==> config.mk <==
export PLATFORM = sky130hd
export DESIGN_NAME = src_median
export DESIGN_NICKNAME = d
export VERILOG_FILES = /design/src/rtl/src_pkg.sv /design/src/rtl/src_median.sv
export SDC_FILE = /design/constraint.sdc
export NUM_CORES = 1
export LEC_CHECK = 0
export ABC_AREA = 1
export BUFFER_PORTS_ARGS = -buffer_cell sky130_fd_sc_hd__clkbuf_2
export CORE_ASPECT_RATIO = 1.1
export CORE_MARGIN = 3
export CORE_UTILIZATION = 45
export CTS_CLUSTER_DIAMETER = 40
export DETAILED_ROUTE_END_ITERATION = 8
export PLACE_DENSITY = 0.63
export SETUP_SLACK_MARGIN = 0.05
export SYNTH_ARGS = -nofsm -noshare
export SYNTH_HDL_FRONTEND = slang
export SYNTH_SLANG_ARGS = --single-unit
==> constraint.sdc <==
create_clock -name aclk -period 5.7 [get_ports aclk]
set_input_delay 1.14 -clock aclk [delete_from_list [all_inputs] [get_ports aclk]]
set_output_delay 1.14 -clock aclk [all_outputs]
set_load 0.05 [all_outputs]
==> src/rtl/src_pkg.sv <==
// Shared constants and types for the sample run compositor.
// No dependencies; every other rtl file refers to it by scoped names.
`timescale 1ns / 1ps
package src_pkg;
    localparam int MAX_SAMPLES = 1024;
    localparam int SAMPLE_BITS = 16;
    localparam int ADDR_W      = $clog2(MAX_SAMPLES);
    localparam int CNT_W       = $clog2(MAX_SAMPLES + 1);
    localparam int SUM_W       = SAMPLE_BITS + ADDR_W;
    localparam int OUT_W       = SAMPLE_BITS + 1;
    localparam int DIV_STEP_W  = $clog2(SUM_W + 1);

    localparam logic [1:0] MODE_MAX    = 2'd0;
    localparam logic [1:0] MODE_MIN    = 2'd1;
    localparam logic [1:0] MODE_MEAN   = 2'd2;
    localparam logic [1:0] MODE_MEDIAN = 2'd3;

    // start request for a multi-cycle unit
    typedef struct packed {
        logic             start;
        logic [CNT_W-1:0] count;
    } med_req_t;

    typedef struct packed {
        logic                   done;
        logic [SAMPLE_BITS-1:0] value;
    } med_rsp_t;
endpackage

==> src/rtl/src_median.sv <==
// Upper median by bitwise radix selection over the sample buffer.
// One scan of the run per sample bit; depends on src_pkg.
`timescale 1ns / 1ps
module src_median (
    input  logic                            aclk,
    input  logic                            aresetn,
    input  src_pkg::med_req_t               req,
    output logic                            rd_en,
    output logic [src_pkg::ADDR_W-1:0]      rd_addr,
    input  logic [src_pkg::SAMPLE_BITS-1:0] rd_data,
    output src_pkg::med_rsp_t               rsp
);
    typedef enum logic [2:0] {
        M_IDLE  = 3'b001,
        M_SCAN  = 3'b010,
        M_DRAIN = 3'b100
    } med_state_t;

    med_state_t                      state_reg, state_next;
    logic [src_pkg::CNT_W-1:0]       n_reg;
    logic [src_pkg::CNT_W-1:0]       k_reg, k_next;
    logic [src_pkg::CNT_W-1:0]       c0_reg, c0_next, c0_tot;
    logic [src_pkg::CNT_W-1:0]       addr_reg, addr_next;
    logic [src_pkg::SAMPLE_BITS-1:0] pfx_reg, pfx_next;
    logic [src_pkg::SAMPLE_BITS-1:0] bit_reg, bit_next;
    logic [src_pkg::SAMPLE_BITS-1:0] mask_reg, mask_next;
    logic                            vld_reg;
    logic                            done_reg, done_next;
    logic                            hit;

    // entry shares the prefix and has a zero at the current bit
    assign hit    = vld_reg && (((rd_data ^ pfx_reg) & mask_reg) == '0)
                    && ((rd_data & bit_reg) == '0);
    assign c0_tot = c0_reg + src_pkg::CNT_W'(hit);

    always_comb begin
        state_next = state_reg;
        k_next     = k_reg;
        c0_next    = c0_reg;
        addr_next  = addr_reg;
        pfx_next   = pfx_reg;
        bit_next   = bit_reg;
        mask_next  = mask_reg;
        done_next  = 1'b0;
        unique case (state_reg)
            M_IDLE: begin
                if (req.start) begin
                    k_next     = req.count >> 1;
                    c0_next    = '0;
                    addr_next  = '0;
                    pfx_next   = '0;
                    bit_next   = {1'b1, {(src_pkg::SAMPLE_BITS-1){1'b0}}};
                    mask_next  = '0;
                    state_next = M_SCAN;
                end
            end
            M_SCAN: begin
                c0_next = c0_tot;
                if (addr_reg == n_reg - 1'b1) begin
                    state_next = M_DRAIN;
                end else begin
                    addr_next = addr_reg + 1'b1;
                end
            end
            M_DRAIN: begin
                // settle this bit, then rescan for the next one
                if (k_reg >= c0_tot) begin
                    pfx_next = pfx_reg | bit_reg;
                    k_next   = k_reg - c0_tot;
                end
                c0_next   = '0;
                addr_next = '0;
                if (bit_reg[0]) begin
                    done_next  = 1'b1;
                    state_next = M_IDLE;
                end else begin
                    bit_next   = bit_reg >> 1;
                    mask_next  = mask_reg | bit_reg;
                    state_next = M_SCAN;
                end
            end
            default: state_next = M_IDLE;
        endcase
    end

    always_ff @(posedge aclk) begin
        if (!aresetn) begin
            state_reg <= M_IDLE;
            vld_reg   <= 1'b0;
            done_reg  <= 1'b0;
        end else begin
            state_reg <= state_next;
            vld_reg   <= (state_reg == M_SCAN);
            done_reg  <= done_next;
        end
        if (req.start && state_reg == M_IDLE) begin
            n_reg <= req.count;
        end
        k_reg    <= k_next;
        c0_reg   <= c0_next;
        addr_reg <= addr_next;
        pfx_reg  <= pfx_next;
        bit_reg  <= bit_next;
        mask_reg <= mask_next;
    end

    assign rd_en     = (state_reg == M_SCAN);
    assign rd_addr   = addr_reg[src_pkg::ADDR_W-1:0];
    assign rsp.done  = done_reg;
    assign rsp.value = pfx_reg;
endmodule

# Word level (Yosys, flattened, before mapping)

Index checks and enable logic that the tools add are counted.

Register bits after elaboration: 97
Input bits: 30
Output and inout port bits: 28
Word-level logic and storage cells: 64

Add/sub/neg operators: 4
Order comparisons: 1
Equality and inequality tests: 9
Muxes and demuxes: 20
Bitwise gates (word level): 5
Reductions and logical operators: 14

Operator list:

| operator                                                               | count |
|---|---|
| 16-bit case mux with 2 select lines                                    | 3 |
| 16-bit 2-to-1 mux                                                      | 5 |
| 11-bit case mux with 3 select lines                                    | 2 |
| 11-bit 2-to-1 mux                                                      | 4 |
| 16-bit AND                                                             | 2 |
| 16-bit zero test                                                       | 2 |
| 16-bit bitwise OR                                                      | 2 |
| 11-bit case mux with 2 select lines                                    | 1 |
| 16-bit XOR                                                             | 1 |
| 11-bit by 1-bit adder with 11-bit output                               | 1 |
| 11-bit by 1-bit adder with 11-bit output (second input constant)       | 1 |
| 11-bit equality test                                                   | 1 |
| 11-bit greater-or-equal comparator                                     | 1 |
| 11-bit by 1-bit subtractor with 11-bit output (second input constant)  | 1 |
| 11-bit subtractor                                                      | 1 |
| 3-bit case mux with 3 select lines                                     | 1 |
| 3-bit AND reduction                                                    | 3 |
| 2-bit != test (second input constant)                                  | 4 |
| 2-bit AND reduction                                                    | 4 |
| 3-bit 2-to-1 mux                                                       | 2 |
| 3-bit by 1-bit equality test with 1-bit output (second input constant) | 1 |
| 3-bit by 2-bit equality test with 1-bit output (second input constant) | 1 |
| 3-bit equality test (second input constant)                            | 1 |
| 1-bit logical AND                                                      | 3 |
| 5 further kinds                                                        | 5 |

# Longest topological paths before layout

Gate-level depths: netlist of run 1.

Word-level depth: 9
Gate-level depth with buffers: 23
Gate-level depth less buffers: 23

# Least setup slack after synthesis of run 1

OpenSTA, ideal clock, no wires.

Path type: input -> register
From: in rd_data[11] (netlist bit)
To: reg k_reg[0] (netlist bit), enable pin
Library setup time: 420 ps
Arrival time: 4930 ps
Data required time: 5280 ps
Slack: 350 ps
Stages: 19
Path buffers: 0
Cells stage by stage: or2_2 a32o_1 nor3_1 nand2_1 nor2_1 ha_1 ha_1 inv_1 nor2_4 xnor2_1 ha_1 inv_1 nor3_1 nand2_1 nand3_1 nand2_1 nand3b_1 nand4_1 a21oi_1

Word-level cells in the longest chain between the ends: 9
Elaborated cells between the ends (all ways): 11
Classes of those cells: add/sub: 1; order compare: 1; eq/ne: 1; bitwise: 3; reduce/logical: 5

RTL lines:

| item                                         | RTL line         | source |
|---|---|---|
| start: declaration                           | src_median.sv:10 | `input logic [src_pkg::SAMPLE_BITS-1:0] rd_data,` |
| 16-bit XOR                                   | src_median.sv:32 | `assign hit = vld_reg && (((rd_data ^ pfx_reg) & mask_reg) == '0)` |
| 16-bit AND                                   | src_median.sv:32 |  |
| 16-bit zero test                             | src_median.sv:32 |  |
| 1-bit logical AND                            | src_median.sv:32 |  |
| 1-bit logical AND (*)                        | src_median.sv:33 | `&& ((rd_data & bit_reg) == '0);` |
| 11-bit by 1-bit adder with 11-bit output (*) | src_median.sv:34 | `assign c0_tot = c0_reg + src_pkg::CNT_W'(hit);` |
| 11-bit greater-or-equal comparator (*)       | src_median.sv:67 | `if (k_reg >= c0_tot) begin` |
| 2-bit != test (no source line) (*)           | n/a              |  |
| 3-bit AND reduction (no source line) (*)     | n/a              |  |
| end signal: assignment                       | src_median.sv:99 | `k_reg <= k_next;` |
| end: declaration                             | src_median.sv:21 | `logic [src_pkg::CNT_W-1:0] k_reg, k_next;` |

Mark *: on every way between the ends. The rest lies on a longest branch, timed or not.
A chain may end at the register's enable or synchronous reset.

# Worst setup path in the final report of run 1

From: in rd_data[2] (netlist bit)
To: reg pfx_reg[14] (netlist bit), enable pin

Word-level cells in the longest chain between the ends: 9
Elaborated cells between the ends (all ways): 11
Classes of those cells: add/sub: 1; order compare: 1; eq/ne: 1; bitwise: 3; reduce/logical: 5

RTL lines:

| item                                         | RTL line          | source |
|---|---|---|
| 16-bit XOR                                   | src_median.sv:32  |  |
| 16-bit AND                                   | src_median.sv:32  |  |
| 16-bit zero test                             | src_median.sv:32  |  |
| 1-bit logical AND                            | src_median.sv:32  |  |
| 1-bit logical AND (*)                        | src_median.sv:33  |  |
| 11-bit by 1-bit adder with 11-bit output (*) | src_median.sv:34  |  |
| 11-bit greater-or-equal comparator (*)       | src_median.sv:67  |  |
| 2-bit != test (no source line) (*)           | n/a               |  |
| 3-bit AND reduction (no source line) (*)     | n/a               |  |
| end signal: assignment                       | src_median.sv:102 | `pfx_reg <= pfx_next;` |
| end: declaration                             | src_median.sv:24  | `logic [src_pkg::SAMPLE_BITS-1:0] pfx_reg, pfx_next;` |

Marks and branches as above.

==> results of run 1 <==
==> logic make-up (layout without fill, tap and decap cells) <==
kind of cell | Yosys count | in the layout | share of synthesized area (%)
adders and majority gates | 16 | 16 | 3.893
AOI/OAI and AO/OA | 79 | 79 | 8.162
DFF | 97 | 97 | 53.66
xor gates and xnor gates | 22 | 22 | 3.612
buffers and inverters | 102 | 157 | 8.372
and+or+nand+nor | 263 | 263 | 22.30
==> critical path: stages <==
cell      delay, ns
clkbuf_2       0.08
inv_1          0.05
o21ai_0        0.23
o21ai_0        0.13
nor4_1         0.47
nand2_1        0.09
nor2_1         0.14
ha_1           0.29
ha_1           0.23
inv_1          0.08
nor2_4         0.14
xnor2_1        0.10
ha_1           0.37
inv_1          0.09
nor3_1         0.19
nand2_1        0.07
nand3_1        0.10
nand2_1        0.06
nand3b_1       0.13
nand4_1        0.11
a21oi_2        0.37
buf_12         0.24
==> final cells by class <==
type                            instances  area, um^2
Inverter                               82       307.8
Clock buffer                            9       225.2
Multi-Input combinational cell        380        2029
Sequential cell                        97        2863
Timing Repair Buffer                   59       312.8
Fill cell                            1070        5499
Tap cell                              150       187.7
Clock inverter                          7       117.6
==> metal layers <==
metal  GRT usage [%]  up-vias  part of all wire [%]
met5               0        -                     0
met4           6.859        0                   1.7
met3           3.737       14                   4.6
met2           30.88       88                    49
met1           23.55     1828                    44
li1                -     2012                     -
==> power by group through the flow <==
stage / sequential [mW] / clock [mW] / combinational [mW]
2_1_floorplan: 1.06 / 0 / 0.455
4_1_cts: 1.03 / 0.705 / 0.631
3_5_place_dp: 1.05 / 0 / 0.626
5_1_grt: 1.05 / 0.729 / 0.696
3_3_place_gp: 1.05 / 0 / 0.617
6_report: 1.03 / 0.696 / 0.627
==> metrics by stage <==
step           worst slack (ns)  instance area [um^2]  hold slack (ns)
5_1_grt                  0.5752                  6043           0.6205
4_1_cts                  0.8903                  6043           0.5858
6_report                 0.8406                  6043           0.5787
2_1_floorplan            0.3501                  5335           0.5460
3_3_place_gp             0.5801                  5700           0.5605
3_5_place_dp             0.5298                  5700           0.5750
==> placed cells by master (no fill, tap or decap), types with 2 or more instances in the layout <==
| cell | count |
|---|---|
| a21oi_1 | 36 |
| a31oi_1 | 3 |
| bufinv_16 | 3 |
| clkbuf_16 | 9 |
| clkbuf_2 | 57 |
| dfxtp_1 | 5 |
| edfxtp_1 | 92 |
| ha_1 | 15 |
| inv_1 | 78 |
| inv_2 | 4 |
| nand2_1 | 96 |
| nand2_2 | 4 |
| nand3_1 | 25 |
| nand3_2 | 2 |
| nand3b_1 | 3 |
| nand4_1 | 6 |
| nor2_1 | 102 |
| nor2_2 | 3 |
| nor2_4 | 2 |
| nor3_1 | 5 |
| nor3_2 | 2 |
| nor3_4 | 3 |
| nor4_1 | 2 |
| o211ai_1 | 2 |
| o21ai_0 | 20 |
| o21ai_1 | 8 |
| o22ai_1 | 2 |
| or2_2 | 2 |
| xnor2_1 | 7 |
| xor2_1 | 15 |
==> how the worst max path moves through the flow <==
| stage | startpoint | end | cells past startpoint |
|---|---|---|---|
| 3_5_place_dp | rd_data[2] | pfx_reg[8] | 22 |
| 3_3_place_gp | rd_data[2] | pfx_reg[9] | 22 |
| 6_report | rd_data[2] | pfx_reg[14] | 22 |
| 2_1_floorplan | rd_data[11] | k_reg[0] | 19 |
| 5_1_grt | rd_data[2] | k_reg[6] | 22 |
| 4_1_cts | rd_data[2] | k_reg[5] | 22 |
==> run metrics, run 1 <==
outcome=finished clean; Tot Pwr=~2.4 mW; die area=between 0.01 and 0.015 mm^2; DIE HEIGHT=between 100 and 150 um; post-DP HPWL=between 8 and 9 mm; htree depth=3; via density per instance=about 5; hold path depth=2; Top FF cell, synth=edfxtp_1; P_sw=about 0.8 mW; Post-CTS Setup Inserts=0; number of antenna violations at the first check in global routing=0; Seq/Total Area, Yosys=53.66%; top-count cell post-synth=nor2_1; crit path DAT=~4.9 ns; Die Span X=109.8 um; worst vdd ir=between 0.0002 and 0.00025 V; number of flops mapped to enable cells by yosys=92; type of the worst setup path=input port to register; min Tclk post-route=just under 5 ns; RSZ-0062 raised after global routing=no; max-cap violation count=0; Crit. End Element=register; # clock sinks=97; top post-synthesis cells by count=nor2_1, nand2_1, edfxtp_1; worst-margin pin slew=1.048 ns; layout cells sized above 1=approximately 16%; hold endpoint=mask_reg[8]; first-pass GRT wire length=18.93 mm; routed wire length=11.64 mm; CP Data Required Time=~5.7 ns; Reg2Reg Depth=22; period utilisation layout=roughly 85%; Worst Skew=0.01052 ns; Synth Warn #=0; Hold/Removal Path Class=register to register; DP Cell Count=768; total gr overflow=0; Comb power frac=between 20% and 30%; Max-slew headroom=between 20 and 30%; root buf cell=clkbuf_16; FMAX=about 0.21 GHz; synthesized area=around 0.0053 mm^2; pwr/cell area=389.9 mW/mm^2; syn avg cell area=approximately 9.2 um^2; Fin. Hold Viols=0; DRC Markers=0; Reg2Reg Launch Point=pfx_reg[2]; area delta synth->final=13.27%; Initial DRT Pass Iterations=5; clk slew on worst S/H paths=0.07 ns; worst-path fanout max=22; Via Count=3942; reg2reg end=pfx_reg[14]; largest net degree at the start of global routing=57; Max Root-Sink Buffers=2; Diodes inserted=0; clock power share=29.5%; share of the synthesized area in the top cell type=51.78%; Fin Setup TNS=0 ns; # resized after CTS=0; total track usage=a little under a fifth; Pleak=2.589 nW; Antenna Nets Post-Route=0; CTS tree=built; largest cells by area after synthesis=edfxtp_1, nor2_1, nand2_1; Synth Register Bits=between 90 and 100; pins over their slew limit=0; Finished Layout Cells=between 700 and 800; RePlAce Congestion=0.8784; I/O Buffers=between 50 and 60; I/O pin cnt=58; HP Start=bit_reg[8]; Cell Rows=just over 40; TritonCTS Buffers=9; sw frac=~34%; post-layout util=a little over half; vias in the first global route=~4000; post-synth top area cell=edfxtp_1; FF-to-FF setup slack=between 1 and 1.5 ns; sequential power share=about 44%; core footprint=0.01154 mm^2; Cell Int Power=around 1.6 mW; post-synth cell types=45; Initial Utilization=a little under half; # setup viols final=0; crit path launch type=input port; Hold Buf Count CTS=0; DR iter-0 viols=roughly 200; worst skew pair latency=between 0.3 and 0.4 ns; Nets=~680; WL/cell=~15 um; syn nets=around 630; Syn Inst Count=a little under 600; FFs w/ async S/R, synth=0%
Note: power is estimated with default switching activity, not from simulation.
==> run 2, diff against run 1 <==
--- a/config.mk
+++ b/config.mk
@@ -13,6 +13,7 @@
 export CTS_CLUSTER_DIAMETER = 40
 export DETAILED_ROUTE_END_ITERATION = 8
 export PLACE_DENSITY = 0.63
+export RECOVER_POWER = 25
 export SETUP_SLACK_MARGIN = 0.05
 export SYNTH_ARGS = -nofsm -noshare
 export SYNTH_HDL_FRONTEND = slang
==> run 2 against run 1 <==
Compared with the run above:
- the flow now finishes with violations (capacitance limit, slew limit)
- first-iteration DRC count rose by 3.0%
- die area did not move
- combinational power barely moved
- register-to-register slack barely moved
- sequential share of layout area rose by 0.32 points
- critical endpoint unchanged
- cell count did not move
- clock skew barely moved
- highest routed layer unchanged
- cell area fell by 0.66%
- maximum frequency barely moved
==> run metrics, run 2 (synthesized netlist as in run 1, its figures left out) <==
outcome=finished, violations left; failing checks=capacitance limit, slew limit; hold endpoint=mask_reg[8]; Worst Skew=0.01091 ns (+0.0003853 ns); commonest non-fill, non-tap cell in the layout=nor2_1; pre-CTS worst setup slack=0.5298 ns (unchanged); Cell Int Power=1.552 mW (about the same); root buf cell=clkbuf_16; period utilisation layout=85.22% (about the same); P_sw=0.8007 mW (-0.31%); die area=0.01320 mm^2 (unchanged); sequential power share=43.9% (about the same); Diodes inserted=0 (unchanged); type of the worst setup path=input port to register; # resized after CTS=0 (unchanged); Cell Rows=41 (unchanged); DRC Markers=0 (unchanged); via density per instance=5.048 (+0.41%); Fin. Hold Viols=0 (unchanged); total gr overflow=0 (unchanged); sequence of cells on the critical path=clkbuf_2 -> inv_1 -> o21ai_0 -> o21ai_0 -> nor4_1 -> nand2_1 -> nor2_1 -> ha_1 -> ha_1 -> inv_1 -> nor2_4 -> xnor2_1 -> ha_1 -> inv_1 -> nor3_1 -> nand2_1 -> nand3_1 -> nand2_1 -> nand3b_1 -> nand4_1 -> a21oi_2 -> buf_12; worst-margin pin slew=1.753 ns (+0.7049 ns); Antenna Nets Post-Route=0 (unchanged); number of antenna violations at the first check in global routing=0 (unchanged); worst skew pair latency=0.34 ns (about the same); Nets=675 (unchanged); area delta synth->final=12.52%; DIE HEIGHT=120.2 um (unchanged); HP Start=bit_reg[8]; CP max stage cell=nor4_1; worst-path fanout max=22 (unchanged); Initial Utilization=46.22% (unchanged); vias in the first global route=3985 (unchanged); post-layout util=52.01% (-0.35 points); TritonCTS Buffers=9 (unchanged); I/O Buffers=57 (unchanged); Max stage delay on crit path=0.48 ns (about the same); Max Root-Sink Buffers=2 (unchanged); most frequent cells in the layout=nor2_1, nand2_1, edfxtp_1, inv_1, clkbuf_2; max-cap violation count=1 (+1); RePlAce Congestion=0.8784 (unchanged); Hold/Removal Path Class=register to register; worst vdd ir=0.0002198 V (-0.14%); clk slew on worst S/H paths=0.07 ns (about the same); reg2reg end=pfx_reg[14]; I/O pin cnt=58 (unchanged); Initial DRT Pass Iterations=4 (-1); WL/cell=14.81 um (-0.24%); first-pass GRT wire length=18.93 mm (unchanged); Max-slew headroom=-17.00% (-47 points); core footprint=0.01154 mm^2 (unchanged); CTS tree=built; final worst setup slack=0.8424 ns (+0.001769 ns); Fin Setup TNS=0 ns (unchanged); routed wire length=11.61 mm (-0.24%); Hold Buf Count CTS=0 (unchanged); clock power share=29.6% (about the same); # clock sinks=97 (unchanged); total track usage=18.49% (unchanged); DR iter-0 viols=209 (+3.0%); Via Count=3958 (+0.41%); sw frac=34.03% (-0.053 points); Pleak=2.555 nW (-1.3%); layout cells sized above 1=13.56% (-2.4 points); # setup viols final=0 (unchanged); Reg2Reg Launch Point=pfx_reg[2]; Reg2Reg Depth=22 (unchanged); Die Span X=109.8 um (unchanged); Post-CTS Setup Inserts=0 (unchanged); FMAX=0.2059 GHz (about the same); FF-to-FF setup slack=1.30 ns (about the same); pins over their slew limit=57 (+57); Crit. End Element=register; min Tclk post-route=4.858 ns (-0.001769 ns); post-DP HPWL=8.527 mm (unchanged); hold path depth=2 (unchanged); RSZ-0062 raised after global routing=no; largest net degree at the start of global routing=57 (unchanged); crit path launch type=input port; CP Data Required Time=5.74 ns (about the same); crit path DAT=4.90 ns (about the same); pwr/cell area=391.9 mW/mm^2 (+0.51%); Comb power frac=26.6% (about the same); htree depth=3 (unchanged)
==> run 2: cell types whose count changed in the layout (fill, tap and decap cells not counted), moves of 2 or more <==
cell	change
clkbuf_2	-10
clkbuf_1	+10
inv_2	-2
nor3_4	-2
nor3_1	+3
inv_1	+2
==> run 2: worst max-delay path by stage <==
stage | start | to | slack (ns) | cells after the start
2_1_floorplan | rd_data[11] | k_reg[0] | 0.35 | 19
3_3_place_gp | rd_data[2] | pfx_reg[9] | 0.58 | 22
3_5_place_dp | rd_data[2] | pfx_reg[8] | 0.53 | 22
4_1_cts | rd_data[2] | k_reg[5] | 0.89 | 22
5_1_grt | rd_data[2] | k_reg[6] | 0.58 | 22
6_report | rd_data[2] | pfx_reg[14] | 0.84 | 22
==> run 2: layout make-up <==
class | count | area (um^2)
repair buffers | 59 | 300.3
clock buffers | 9 | 225.2
multi-input cells | 380 | 2002
clock inverters | 7 | 117.6
flip-flops and latches | 97 | 2863
inverters | 82 | 307.8
well taps | 150 | 187.7
fillers | 1078 | 5539
==> run 2: through the flow <==
stage	cells	instance area, um^2	power, mW	hold slack, ns
after CTS	784	6043	2.370	0.5858
after floorplan	579	5335	1.520	0.5460
after global routing	784	6003	2.472	0.6205
after global placement	768	5700	1.663	0.5605
final	784	6003	2.353	0.5804
after detailed placement	768	5700	1.674	0.5750
==> run 2: worst max-delay path, delay by kind of cell <==
| kind | cells | cell delay, ns |
|---|---|---|
| XOR/XNOR | 1 | 0.10 |
| AO/OA/AOI/OAI | 3 | 0.72 |
| adder cells (fa/ha/maj) | 3 | 0.89 |
| buffers and inverters | 5 | 0.54 |
| AND/OR/NAND/NOR | 10 | 1.52 |
==> run 2: metal layers <==
layer	track usage (%)	routed length [um]	share of wire [%]	up-vias
li1	-	-	-	2011
met1	23.55	5041	43	1841
met2	30.88	5749	50	90
met3	3.737	592	5.1	16
met4	6.859	230	2.0	0
met5	0	0	0	-
==> run 2: power groups by stage <==
stage | clock network (mW) | registers [mW] | logic (mW)
final | 0.696 | 1.03 | 0.625
after global placement | 0 | 1.05 | 0.617
after CTS | 0.705 | 1.03 | 0.631
after floorplan | 0 | 1.06 | 0.455
after global routing | 0.729 | 1.05 | 0.694
after detailed placement | 0 | 1.05 | 0.626
