`src/rtl/src_pkg.sv`:
```
// Shared constants and types for the sample run compositor.
// No dependencies; every other rtl file refers to it by scoped names.
`timescale 1ns / 1ps
package src_pkg;
    localparam int MAX_SAMPLES = 1024;
    localparam int SAMPLE_BITS = 16;
    localparam int ADDR_W      = $clog2(MAX_SAMPLES);
    localparam int CNT_W       = $clog2(MAX_SAMPLES + 1);
    localparam int SUM_W       = SAMPLE_BITS + ADDR_W;
    localparam int OUT_W       = SAMPLE_BITS + 1;
    localparam int DIV_STEP_W  = $clog2(SUM_W + 1);

    localparam logic [1:0] MODE_MAX    = 2'd0;
    localparam logic [1:0] MODE_MIN    = 2'd1;
    localparam logic [1:0] MODE_MEAN   = 2'd2;
    localparam logic [1:0] MODE_MEDIAN = 2'd3;

    // start request for a multi-cycle unit
    typedef struct packed {
        logic             start;
        logic [CNT_W-1:0] count;
    } med_req_t;

    typedef struct packed {
        logic                   done;
        logic [SAMPLE_BITS-1:0] value;
    } med_rsp_t;
endpackage

```
`src/rtl/src_div.sv`:
```
// Restoring divider for the run mean: one quotient bit per cycle.
// Depends on src_pkg for the sum and count widths.
`timescale 1ns / 1ps
module src_div (
    input  logic                         aclk,
    input  logic                         aresetn,
    input  logic                         start,
    input  logic [src_pkg::SUM_W-1:0]    dividend,
    input  logic [src_pkg::CNT_W-1:0]    divisor,
    output logic                         done,
    output logic [src_pkg::SUM_W-1:0]    quotient
);
    logic [src_pkg::CNT_W:0]        rem_reg, rem_next;
    logic [src_pkg::SUM_W-1:0]      quo_reg, quo_next;
    logic [src_pkg::CNT_W-1:0]      dvs_reg;
    logic [src_pkg::DIV_STEP_W-1:0] step_reg, step_next;
    logic                           busy_reg, busy_next;
    logic                           done_reg, done_next;
    logic [src_pkg::CNT_W:0]        trial;

    // shift one dividend bit in, subtract where it fits
    always_comb begin
        trial     = {rem_reg[src_pkg::CNT_W-1:0], quo_reg[src_pkg::SUM_W-1]};
        rem_next  = rem_reg;
        quo_next  = quo_reg;
        step_next = step_reg;
        busy_next = busy_reg;
        done_next = 1'b0;
        if (start) begin
            rem_next  = '0;
            quo_next  = dividend;
            step_next = '0;
            busy_next = 1'b1;
        end else if (busy_reg) begin
            if (trial >= {1'b0, dvs_reg}) begin
                rem_next = trial - {1'b0, dvs_reg};
                quo_next = {quo_reg[src_pkg::SUM_W-2:0], 1'b1};
            end else begin
                rem_next = trial;
                quo_next = {quo_reg[src_pkg::SUM_W-2:0], 1'b0};
            end
            step_next = step_reg + 1'b1;
            if (step_reg == src_pkg::DIV_STEP_W'(src_pkg::SUM_W - 1)) begin
                busy_next = 1'b0;
                done_next = 1'b1;
            end
        end
    end

    always_ff @(posedge aclk) begin
        if (!aresetn) begin
            busy_reg <= 1'b0;
            done_reg <= 1'b0;
        end else begin
            busy_reg <= busy_next;
            done_reg <= done_next;
        end
        rem_reg  <= rem_next;
        quo_reg  <= quo_next;
        step_reg <= step_next;
        if (start) begin
            dvs_reg <= divisor;
        end
    end

    assign done     = done_reg;
    assign quotient = quo_reg;
endmodule

```
`config.mk`:
```
export PLATFORM = sky130hd
export DESIGN_NAME = src_div
export DESIGN_NICKNAME = d
export VERILOG_FILES = /design/src/rtl/src_pkg.sv /design/src/rtl/src_div.sv
export SDC_FILE = /design/constraint.sdc
export NUM_CORES = 1
export LEC_CHECK = 0
export BUFFER_PORTS_ARGS = -buffer_cell sky130_fd_sc_hd__buf_2
export CAP_MARGIN = 20
export CORE_UTILIZATION = 47
export CTS_CLUSTER_SIZE = 14
export DETAILED_ROUTE_END_ITERATION = 10
export PLACE_DENSITY = 0.72
export SLEW_MARGIN = 30
export SYNTH_ARGS = -nofsm -noshare
export SYNTH_HDL_FRONTEND = slang
export SYNTH_SLANG_ARGS = --single-unit
```
`constraint.sdc`:
```
create_clock -name aclk -period 5.1 [get_ports aclk]
set_clock_uncertainty 0.1 [all_clocks]
set_input_delay 1.02 -clock aclk [delete_from_list [all_inputs] [get_ports aclk]]
set_output_delay 1.02 -clock aclk [all_outputs]
set_load 0.05 [all_outputs]
```
* After elaboration in Yosys (flattened, before gate mapping)
Cells that the tools add are included.
** Word-level totals
- Bits of input ports :: 40
- Output and inout port bits :: 27
- Flip-flop bits (word level) :: 55
** Cells by class
- Reduce and logical (&&, ||, !) cells :: 2
- Bitwise logic cells :: 2
- Add/sub/neg operators :: 2
- Mux-type cells :: 8
- Order comparisons :: 1
- Eq/ne operators :: 1
** Operator list (count)
- $mux W26 :: 2
- $ge A12 B11 Y1 :: 1
- $mux W11 :: 1
- $sub A11 B11 Y11 :: 1
- $add A5 B1 Y5 const B :: 1
- $eq A5 B5 Y1 const B :: 1
- $mux W1 :: 5
- $reduce_or A3 Y1 :: 1
- $not A1 Y1 :: 2
- $reduce_bool A2 Y1 :: 1

* Longest topological paths before layout
Gate-level depths: netlist (run 1).
- Depth after elaboration :: 4
- Depth in mapped cells :: 11
- Gate-level depth less buffers :: 9

* Worst setup path before layout (run 1)
OpenSTA, ideal clock, no wires.
- Path type :: register to register
- From :: register quo_reg (netlist bit quotient[25])
- To :: register rem_reg[4] (netlist name)
- Required time :: 4909 ps
- Setup slack :: 2406 ps
- Path buffers :: 1
- Arrival :: 2503 ps
- Library setup time :: 91 ps
- Cell stages (with the launch flop) :: 11
- Cell sequence :: edfxtp_1 > inv_1 > ha_1 > fa_1 > nor2b_4 > o31a_4 > o21ai_2 > a21o_1 > buf_6 > a211o_1 > a311oi_1
** Between the ends
- Longest elaborated chain between the ends :: 2
- Elaborated cells between the ends (all ways) :: 3
- Classes of those cells :: 1 x add/sub; 1 x order compare; 1 x mux
** RTL lines
- start, declared :: RTL line src_div.sv:14 : logic [src_pkg::SUM_W-1:0] quo_reg, quo_next;
- start signal, assigned :: RTL line src_div.sv:59 : quo_reg <= quo_next;
- $sub A11 B11 Y11 or $ge A12 B11 Y1 (tied branches) :: RTL line src_div.sv:36, src_div.sv:35
- $mux W11 (*) :: RTL line src_div.sv:35 : if (trial >= {1'b0, dvs_reg}) begin
- end signal, assigned :: RTL line src_div.sv:58 : rem_reg <= rem_next;
- end, declared :: RTL line src_div.sv:13 : logic [src_pkg::CNT_W:0] rem_reg, rem_next;
Every way passes the cells marked *; elsewhere a longest branch is shown, timed or not.
A chain may end at the register's enable or synchronous reset.

* Worst setup path in the final report (run 1)
- From :: register quo_reg (netlist bit quotient[25])
- To :: register rem_reg[0] (netlist name)
The elaborated chain is that of the path after synthesis.

==> results of run 1 <==
-- cells by family (layout without fill, tap and decap cells) --
logic type	count (synthesis)	count (layout)	share of synthesized area
flip-flops	55	55	0.542
AO/OA/AOI/OAI	42	42	0.119
XOR/XNOR	10	10	0.0323
adder cells (fa/ha/maj)	14	14	0.0673
buffers and inverters	24	91	0.0364
AND/OR/NAND/NOR	49	49	0.0890
multiplexers	27	27	0.113
-- worst min-delay path by stage --
stage	slack, ns	depth (start not counted)	to	startpoint
CTS	0.40	2	rem_reg[1]	rem_reg[1]
global placement	0.38	2	rem_reg[1]	rem_reg[1]
detailed placement	0.39	2	rem_reg[1]	rem_reg[1]
global route	0.45	2	step_reg[1]	step_reg[1]
floorplan	0.35	2	rem_reg[1]	rem_reg[1]
finish	0.40	2	rem_reg[1]	rem_reg[1]
-- layout make-up --
cell class / instances / area [um2] / area share
Sequential cell: 55 / 1470 / 0.454
Multi-Input combinational cell: 142 / 1140 / 0.352
Timing Repair Buffer: 67 / 338 / 0.104
Tap cell: 72 / 90.1 / 0.0278
Clock inverter: 3 / 71.3 / 0.0220
Clock buffer: 5 / 68.8 / 0.0212
Inverter: 16 / 60.1 / 0.0185
-- power groups by stage --
stage,Sequential (mW),Combinational [mW],Clock (mW)
after CTS,0.540,0.236,0.355
after detailed placement,0.549,0.235,0
after global routing,0.545,0.253,0.372
after global placement,0.550,0.232,0
after floorplan,0.620,0.105,0
final,0.540,0.235,0.350
-- Yosys cell counts, types with 2 or more instances --
master / n / area [um2]
a2111o_1: 2 / 22.5
a211oi_1: 3 / 22.5
a21o_1: 2 / 15.0
a21oi_1: 6 / 30.0
a311oi_1: 2 / 17.5
a32oi_1: 4 / 35.0
buf_1: 5 / 18.8
dfxtp_1: 18 / 360
edfxtp_1: 37 / 1110
ha_1: 13 / 163
inv_1: 16 / 60.1
mux2_2: 26 / 293
nand2_1: 11 / 41.3
nand2b_1: 4 / 25.0
nand3b_1: 2 / 15.0
nand4_1: 4 / 25.0
nor2_1: 20 / 75.1
nor3_1: 2 / 10.0
o211ai_1: 2 / 15.0
o21a_1: 3 / 22.5
o21ai_0: 7 / 35.0
o311a_1: 2 / 20.0
o31ai_1: 3 / 22.5
xnor2_1: 4 / 35.0
xor2_1: 6 / 52.6
-- critical path, cell delays in order, from the launching register on --
cell	delay [ns]
edfxtp_1	0.40
inv_1	0.09
ha_1	0.18
fa_1	0.25
nor2b_4	0.06
o31a_4	0.29
o21ai_2	0.17
a21o_1	0.57
mux2_4	0.36
a211oi_2	0.20
-- stage by stage --
step           power (mW)  cell area, um2
6_report             1.12            3240
5_1_grt              1.17            3240
4_1_cts              1.13            3240
3_5_place_dp        0.784            3100
3_3_place_gp        0.783            3100
2_1_floorplan       0.725            2710
-- layer usage --
metal  vias to the layer above  global-route usage  share of wire
li1                        956                   -              -
met1                       913               0.248           0.48
met2                        52               0.275           0.44
met3                         8              0.0541          0.054
met4                         0              0.0667          0.018
met5                         -                   0              0
==> impl_metrics.env, run 1 <==
export IMPL_gp_congestion=0.802
export IMPL_whs_ns=0.403
export IMPL_crit_required_ns=5.24
export IMPL_slew_headroom=0.497
export IMPL_r2r_end="rem_reg[0]"
export IMPL_layout_common_cells="buf_2, edfxtp_1, mux2_2, nor2_1, dfxtp_1"
export IMPL_setup_viol_count_final=0
export IMPL_path_class="reg -> reg"
export IMPL_finalCoreUtilization=0.585
export IMPL_fin_ws_ns=2.35
export IMPL_switching_share=0.289
export IMPL_p_seq_frac=0.480
export IMPL_clkLatencyLatePin_ns=0.31
export IMPL_clkSlewWorstSetupHoldPaths_ns=0.10
export IMPL_fin_tns_setup_ns=0
export IMPL_min_period_over_period=0.538
export IMPL_h_tree_depth=2
export IMPL_pre_cts_ws_ns=2.38
export IMPL_fp_row_count=27
export IMPL_cts_buffers=5
export IMPL_r2r_start="quotient[25]"
export IMPL_cp_max_fo=21
export IMPL_power_share_clock=0.311
export IMPL_drtPass1Iterations=4
export IMPL_antenna_cells=0
export IMPL_antenna_found_initial=0
export IMPL_syn2layout_area_growth_pct=19.5
export IMPL_fp_dieH_um=78.0
export IMPL_syn_num_nets=275
export IMPL_ys_warn_count=0
export IMPL_syn_area_per_cell_um2=12.3
export IMPL_stdcell_count=360
export IMPL_tritoncts="built"
export IMPL_cts_max_path_buffers=2
export IMPL_reg2reg_depth=9
export IMPL_routed_via_density=5.36
export IMPL_startpoint_type="flip-flop"
export IMPL_final_common_cell="buf_2"
export IMPL_postCtsSetupBuffers=0
export IMPL_worstPathArrival_ns=2.88
export IMPL_synth_seq_area_share=0.542
export IMPL_portBuffers=66
export IMPL_reg2reg_setup_slack_ns=2.35
export IMPL_via_count=1929
export IMPL_drc=0
export IMPL_fill_cells=489
export IMPL_drive_gt1_frac=0.375
export IMPL_grt_overflow_total=0
export IMPL_rsz0062_at_grt="false"
export IMPL_min_path_type="reg -> reg"
export IMPL_p_leak_nw=1.37
export IMPL_ys_async_sr_fraction=0
export IMPL_p_comb_frac=0.209
export IMPL_synth_area_um2=2710
export IMPL_coreArea_um2=5540
export IMPL_hold_viol_final=0
export IMPL_max_cap_viol_count=0
export IMPL_ys_types=42
export IMPL_tightest_slew_ns=0.753
export IMPL_start_util=0.490
export IMPL_wl_per_cell_um=14.2
export IMPL_io_pins=67
export IMPL_hpwlAfterDp_um=3590
export IMPL_grt_pass1_wl_um=8450
export IMPL_finalNetCount=341
export IMPL_cp_endpoint="rem_reg[0]"
export IMPL_p_switching_uw=325
export IMPL_ant_nets=0
export IMPL_p_per_area_nw_per_um2=347
export IMPL_synth_edf_count=37
export IMPL_synth_seq_cells=55
export IMPL_ir_drop_v=0.000176
export IMPL_max_freq_mhz=364
export IMPL_syn_inst=221
export IMPL_cts_root_buf="clkbuf_8"
export IMPL_slew_viol_final=0
export IMPL_grt_pass1_vias=1813
export IMPL_finalCriticalPeriod_ns=2.75
export IMPL_outcome="finished, final reports clean"
export IMPL_cts_sinks=55
export IMPL_dp_cells=352
export IMPL_crit_path_end_kind="flip-flop"
export IMPL_postCtsHoldBufs=0
export IMPL_grtUsageTotal=0.182
export IMPL_grt_max_degree=52
export IMPL_totalWireLength_um=5110
export IMPL_die_x_um=78.0
export IMPL_drtIter0Drc=116
export IMPL_largest_reg_flops=26
export IMPL_synth_ff_type="edfxtp_1"
export IMPL_cp_startpoint="quotient[25]"
export IMPL_die_area_um2=6080
export IMPL_p_int_uw=799
export IMPL_cts_resized_gates=0
(Power assumes the default switching activity.)
==> run 2: changes to the inputs <==
==> constraint.sdc (replaced) <==
create_clock -name aclk -period 2.6 [get_ports aclk]
set_clock_uncertainty 0.1 [all_clocks]
set_input_delay 0.52 -clock aclk [delete_from_list [all_inputs] [get_ports aclk]]
set_output_delay 0.52 -clock aclk [all_outputs]
set_load 0.05 [all_outputs]
==> run 2 against run 1 <==
Against the previous run: sequential share of layout area fell by 0.79 points; die area stayed put; design area is 1.8% higher; critical endpoint is now rem_reg[10]; largest power group unchanged; routed wire length rose by 4.2%; combinational power up 110%; global-route usage is 0.40 points higher; register-to-register slack got worse by 2.1 ns; critical path type unchanged; core utilization is 1.0 points higher.
==> impl_metrics.env, run 2 (synthesis gave the netlist of run 1 again) <==
export IMPL_outcome="finished, final reports clean"
export IMPL_drc=0
export IMPL_tightest_slew_ns=0.609
export IMPL_antenna_found_initial=0
export IMPL_regArea_um2=1470
export IMPL_final_common_cell="buf_2"
export IMPL_cts_buffers=5
export IMPL_max_cap_viol_count=0
export IMPL_slew_viol_final=0
export IMPL_fill_cells=505
export IMPL_rsz0062_at_grt="false"
export IMPL_cp_max_fo=12
export IMPL_grt_pass1_vias=1905
export IMPL_pre_cts_ws_ns=0.0564
export IMPL_slew_headroom=0.594
export IMPL_ant_nets=0
export IMPL_grt_overflow_total=0
export IMPL_multiInputGateArea_um2=1150
export IMPL_min_period_over_period=0.921
export IMPL_fin_tns_setup_ns=0
export IMPL_crit_required_ns=2.76
export IMPL_hold_depth=1
export IMPL_r2r_end="rem_reg[10]"
export IMPL_start_util=0.490
export IMPL_clkLatencyLatePin_ns=0.31
export IMPL_hpwlAfterDp_um=3950
export IMPL_grt_util_met1=0.253
export IMPL_portBuffers=66
export IMPL_worstPathArrival_ns=2.56
export IMPL_die_x_um=78.0
export IMPL_postCtsSetupBuffers=0
export IMPL_p_total_mw=2.06
export IMPL_antenna_cells=0
export IMPL_totalWireLength_um=5320
export IMPL_largest_reg_flops=26
export IMPL_cp_endpoint="rem_reg[10]"
export IMPL_grt_pass1_wl_um=8850
export IMPL_cts_max_path_buffers=2
export IMPL_cts_root_buf="clkbuf_8"
export IMPL_startpoint_type="flip-flop"
export IMPL_path_class="reg -> reg"
export IMPL_busiest_layer="met2"
export IMPL_grtUsageTotal=0.186
export IMPL_p_per_area_nw_per_um2=623
export IMPL_reg2reg_depth=9
export IMPL_gp_congestion=0.807
export IMPL_min_path_type="in -> reg"
export IMPL_crit_path_end_kind="flip-flop"
export IMPL_h_tree_depth=2
export IMPL_wl_per_cell_um=14.5
export IMPL_ir_drop_v=0.000318
export IMPL_globalRouteMet3Util=0.0482
export IMPL_via_count=1967
export IMPL_hold_viol_final=0
export IMPL_cp_startpoint="quotient[25]"
export IMPL_grt_max_degree=29
export IMPL_drive_gt1_frac=0.399
export IMPL_io_pins=67
export IMPL_r2r_start="quotient[25]"
export IMPL_max_freq_mhz=418
export IMPL_reg2reg_setup_slack_ns=0.21
export IMPL_fp_row_count=27
export IMPL_drtPass1Iterations=4
export IMPL_cts_sinks=55
export IMPL_layout_common_cells="buf_2, edfxtp_1, mux2_2, nor2_1, dfxtp_1"
export IMPL_setup_viol_count_final=0
export IMPL_cts_resized_gates=0
export IMPL_syn2layout_area_growth_pct=21.6
export IMPL_finalCoreUtilization=0.596
export IMPL_postCtsHoldBufs=0
export IMPL_drtIter0Drc=118
export IMPL_finalCriticalPeriod_ns=2.39
export IMPL_finalNetCount=349
export IMPL_tritoncts="built"
export IMPL_fp_dieH_um=78.0
export IMPL_die_area_um2=6080
export IMPL_coreArea_um2=5540
export IMPL_whs_ns=0.275
export IMPL_p_leak_nw=1.40
export IMPL_fin_ws_ns=0.206
export IMPL_grt_use_met2=0.299
export IMPL_clkSlewWorstSetupHoldPaths_ns=0.10
export IMPL_routed_via_density=5.35
[run 2: cell count changes in the layout (fill, tap and decap cells not counted), moves of 2 or more]
cell and change:
buf_4 +6, bufinv_16 -2, inv_6 +2, buf_12 +2
[run 2: how the worst min path moves through the flow]
stage           startpoint           to  slack [ns]
6_report       divisor[10]  dvs_reg[10]        0.27
3_5_place_dp    rem_reg[1]   rem_reg[1]        0.38
2_1_floorplan   rem_reg[1]   rem_reg[1]        0.35
5_1_grt         divisor[5]   dvs_reg[5]        0.27
4_1_cts        divisor[10]  dvs_reg[10]        0.27
3_3_place_gp    rem_reg[1]   rem_reg[1]        0.37
[run 2: critical path, stage by stage, from the launching register on]
cell      delay [ns]
edfxtp_1        0.36
inv_1           0.06
ha_2            0.19
fa_2            0.42
nor2b_4         0.13
o31a_4          0.16
o21ai_2         0.07
a21o_4          0.25
or4b_1          0.52
nand2_1         0.06
[run 2: report_power, final]
group / total, mW / switching, mW / internal, mW
clock: 0.514 / 0.290 / 0.224
sequential: 1.06 / 0.0395 / 1.02
combinational: 0.488 / 0.311 / 0.177
[run 2: layout make-up]
class / instances / area share
clock buffers: 6 / 0.0250
clock inverters: 2 / 0.00531
inverters: 16 / 0.0182
multi-input cells: 142 / 0.350
flip-flops and latches: 55 / 0.446
well taps: 72 / 0.0273
repair buffers: 75 / 0.128
[run 2: per-layer routing]
metal | share of wire | wire (um)
met3 | 0.058 | 309
met5 | 0 | 0
met1 | 0.47 | 2500
met2 | 0.47 | 2480
met4 | 0.0062 | 33
[run 2: stage by stage]
step	instance area, um2	cells
finish	3300	368
global route	3300	368
CTS	3290	368
detailed placement	3190	360
global placement	3190	360
floorplan	2720	221
==> run 3: changes to the inputs <==
--- a/config.mk
+++ b/config.mk
@@ -7,6 +7,7 @@
 export LEC_CHECK = 0
 export BUFFER_PORTS_ARGS = -buffer_cell sky130_fd_sc_hd__buf_2
 export CAP_MARGIN = 20
+export CORE_MARGIN = 2
 export CORE_UTILIZATION = 47
 export CTS_CLUSTER_SIZE = 14
 export DETAILED_ROUTE_END_ITERATION = 10
==> run 3 against run 2 <==
Against the previous run: final cell count shrank 0.27%; die area increased by 5.2%; combinational power shrank 1%; first-iteration DRC count grew 35%; non-clock buffer count fell by 1; worst setup slack lost 0.025 ns; worst hold slack better by 0.0047 ns; via count is 1.7% lower; routed wire length shrank 3.9%; sequential cell count is the same; sequential power hardly changed; design area rose by 0.11%; largest cell class unchanged; largest power group unchanged.
==> impl_metrics.env, run 3 (synthesis gave the netlist of run 1 again) <==
export IMPL_dr_max_layer_used="met4"
export IMPL_cts_sinks=55
export IMPL_p_per_area_nw_per_um2=635
export IMPL_hold_path_end="dvs_reg[0]"
export IMPL_layout_common_cells="buf_2, edfxtp_1, mux2_2, nor2_1, dfxtp_1"
export IMPL_dr_wl_met2_um=2380
export IMPL_max_cap_viol_count=0
export IMPL_met1Wirelength_um=2300
export IMPL_finalCoreUtilization=0.596
export IMPL_cts_max_path_buffers=2
export IMPL_critPathTopFamily="compound AO/OA/AOI/OAI gates"
export IMPL_die_x_um=80.0
export IMPL_crit_path_end_kind="flip-flop"
export IMPL_via_count=1933
export IMPL_tightest_slew_ns=0.645
export IMPL_routed_via_density=5.27
export IMPL_drive_gt1_frac=0.393
export IMPL_rsz0062_at_grt="false"
export IMPL_grt_overflow_total=0
export IMPL_startpoint_type="flip-flop"
export IMPL_antenna_found_initial=0
export IMPL_grtUsageTotal=0.179
export IMPL_cts_root_buf="clkbuf_8"
export IMPL_syn2layout_area_growth_pct=21.8
export IMPL_clkSlewWorstSetupHoldPaths_ns=0.10
export IMPL_wl_per_cell_um=13.9
export IMPL_grt_pass1_wl_um=8830
export IMPL_drtIter0Drc=159
export IMPL_ir_drop_v=0.000356
export IMPL_outcome="finished, final reports clean"
export IMPL_max_stage_delay_ns=0.42
export IMPL_final_common_cell="buf_2"
export IMPL_totalWireLength_um=5110
export IMPL_drc=0
export IMPL_coreArea_um2=5540
export IMPL_postCtsSetupBuffers=0
export IMPL_drtPass1Iterations=4
export IMPL_clkLatencyLatePin_ns=0.31
export IMPL_hpwlAfterDp_um=3820
export IMPL_grt_pass1_vias=1891
export IMPL_route_met3_wl_um=381
export IMPL_finalNetCount=348
export IMPL_slew_viol_final=0
export IMPL_fp_row_count=27
export IMPL_postCtsHoldBufs=0
export IMPL_crit_path_top_delay_cell="fa_2"
export IMPL_antenna_cells=0
export IMPL_p_leak_nw=1.40
export IMPL_fin_tns_setup_ns=0
export IMPL_path_class="reg -> reg"
export IMPL_largest_reg_flops=26
export IMPL_cp_startpoint="dvs_reg[0]"
export IMPL_h_tree_depth=2
export IMPL_min_period_over_period=0.930
export IMPL_tritoncts="built"
export IMPL_crit_required_ns=2.72
export IMPL_whs_ns=0.280
export IMPL_r2r_start="dvs_reg[0]"
export IMPL_max_freq_mhz=413
export IMPL_portBuffers=66
export IMPL_die_area_um2=6400
export IMPL_reg2reg_setup_slack_ns=0.18
export IMPL_worstPathArrival_ns=2.54
export IMPL_finalCriticalPeriod_ns=2.42
export IMPL_cts_buffers=5
export IMPL_crit_buf_inv=0
export IMPL_reg2reg_depth=8
export IMPL_gp_congestion=0.817
export IMPL_hold_viol_final=0
export IMPL_worstHoldStart="divisor[0]"
export IMPL_hold_depth=1
export IMPL_r2r_end="rem_reg[3]"
export IMPL_start_util=0.490
export IMPL_cp_max_fo=12
export IMPL_setup_viol_count_final=0
export IMPL_min_path_type="in -> reg"
export IMPL_cp_cell_sequence="ha_2 > fa_2 > nor2b_4 > o31a_4 > o21ai_2 > a21o_4 > or3_1 > a311oi_1"
export IMPL_ant_nets=0
export IMPL_io_pins=67
export IMPL_grt_max_degree=29
export IMPL_fp_dieH_um=80.0
export IMPL_slew_headroom=0.570
## run 3: changes by cell type in the layout (fill, tap and decap cells not counted)
cell / delta
buf_4: -1
bufinv_16: +1
clkbuf_8: -1
clkinv_1: +1
inv_6: -1
## run 3: metal layers
| metal | GRT usage | up-vias |
|---|---|---|
| met5 | 0 | - |
| met4 | 0.0542 | 0 |
| met3 | 0.0554 | 5 |
| met2 | 0.281 | 61 |
| met1 | 0.237 | 899 |
| li1 | - | 968 |
## run 3: where the power goes
| group | leakage, nW | total, mW | internal, mW | switching [mW] |
|---|---|---|---|---|
| Clock | 0.0562 | 0.562 | 0.287 | 0.275 |
| Sequential | 0.517 | 1.06 | 1.02 | 0.0396 |
| Combinational | 0.824 | 0.481 | 0.175 | 0.306 |
| Total | 1.40 | 2.10 | 1.48 | 0.620 |
## run 3: worst max-delay path by stage
stage	endpoint	slack (ns)	depth (start not counted)
after floorplan	rem_reg[0]	-0.007	10
after global placement	rem_reg[0]	0.15	9
after detailed placement	rem_reg[1]	0.07	9
after CTS	rem_reg[0]	0.05	9
after global routing	rem_reg[1]	0.06	9
final	rem_reg[3]	0.18	8
## run 3: worst reg2reg max path, stage by stage (launching register included)
cell and delay [ns]:
edfxtp_1 0.40, ha_2 0.22, fa_2 0.42, nor2b_4 0.14, o31a_4 0.16, o21ai_2 0.07
a21o_4 0.26, or3_1 0.32, a311oi_1 0.24
## run 3: cell type report
type | instances | area (um2)
well taps | 72 | 90.1
fillers | 475 | 2240
clock buffers | 5 | 68.8
flip-flops and latches | 55 | 1470
inverters | 16 | 60.1
multi-input cells | 142 | 1150
repair buffers | 74 | 415
clock inverters | 3 | 42.5
## run 3: what timing repair did
action | 4_1_cts | 5_1_grt
hold endpoints to repair | 0 | 0
setup endpoints to repair | 0 | 12
gates resized for setup | 0 | 2
## run 3: per-stage QoR
step / power, mW / setup slack (ns) / cells / instance area [um2]
finish: 2.10 / 0.181 / 367 / 3300
global route: 2.20 / 0.0557 / 367 / 3300
CTS: 2.12 / 0.0536 / 367 / 3300
detailed placement: 1.56 / 0.0715 / 359 / 3180
global placement: 1.55 / 0.145 / 359 / 3180
floorplan: 1.42 / -0.00696 / 221 / 2720
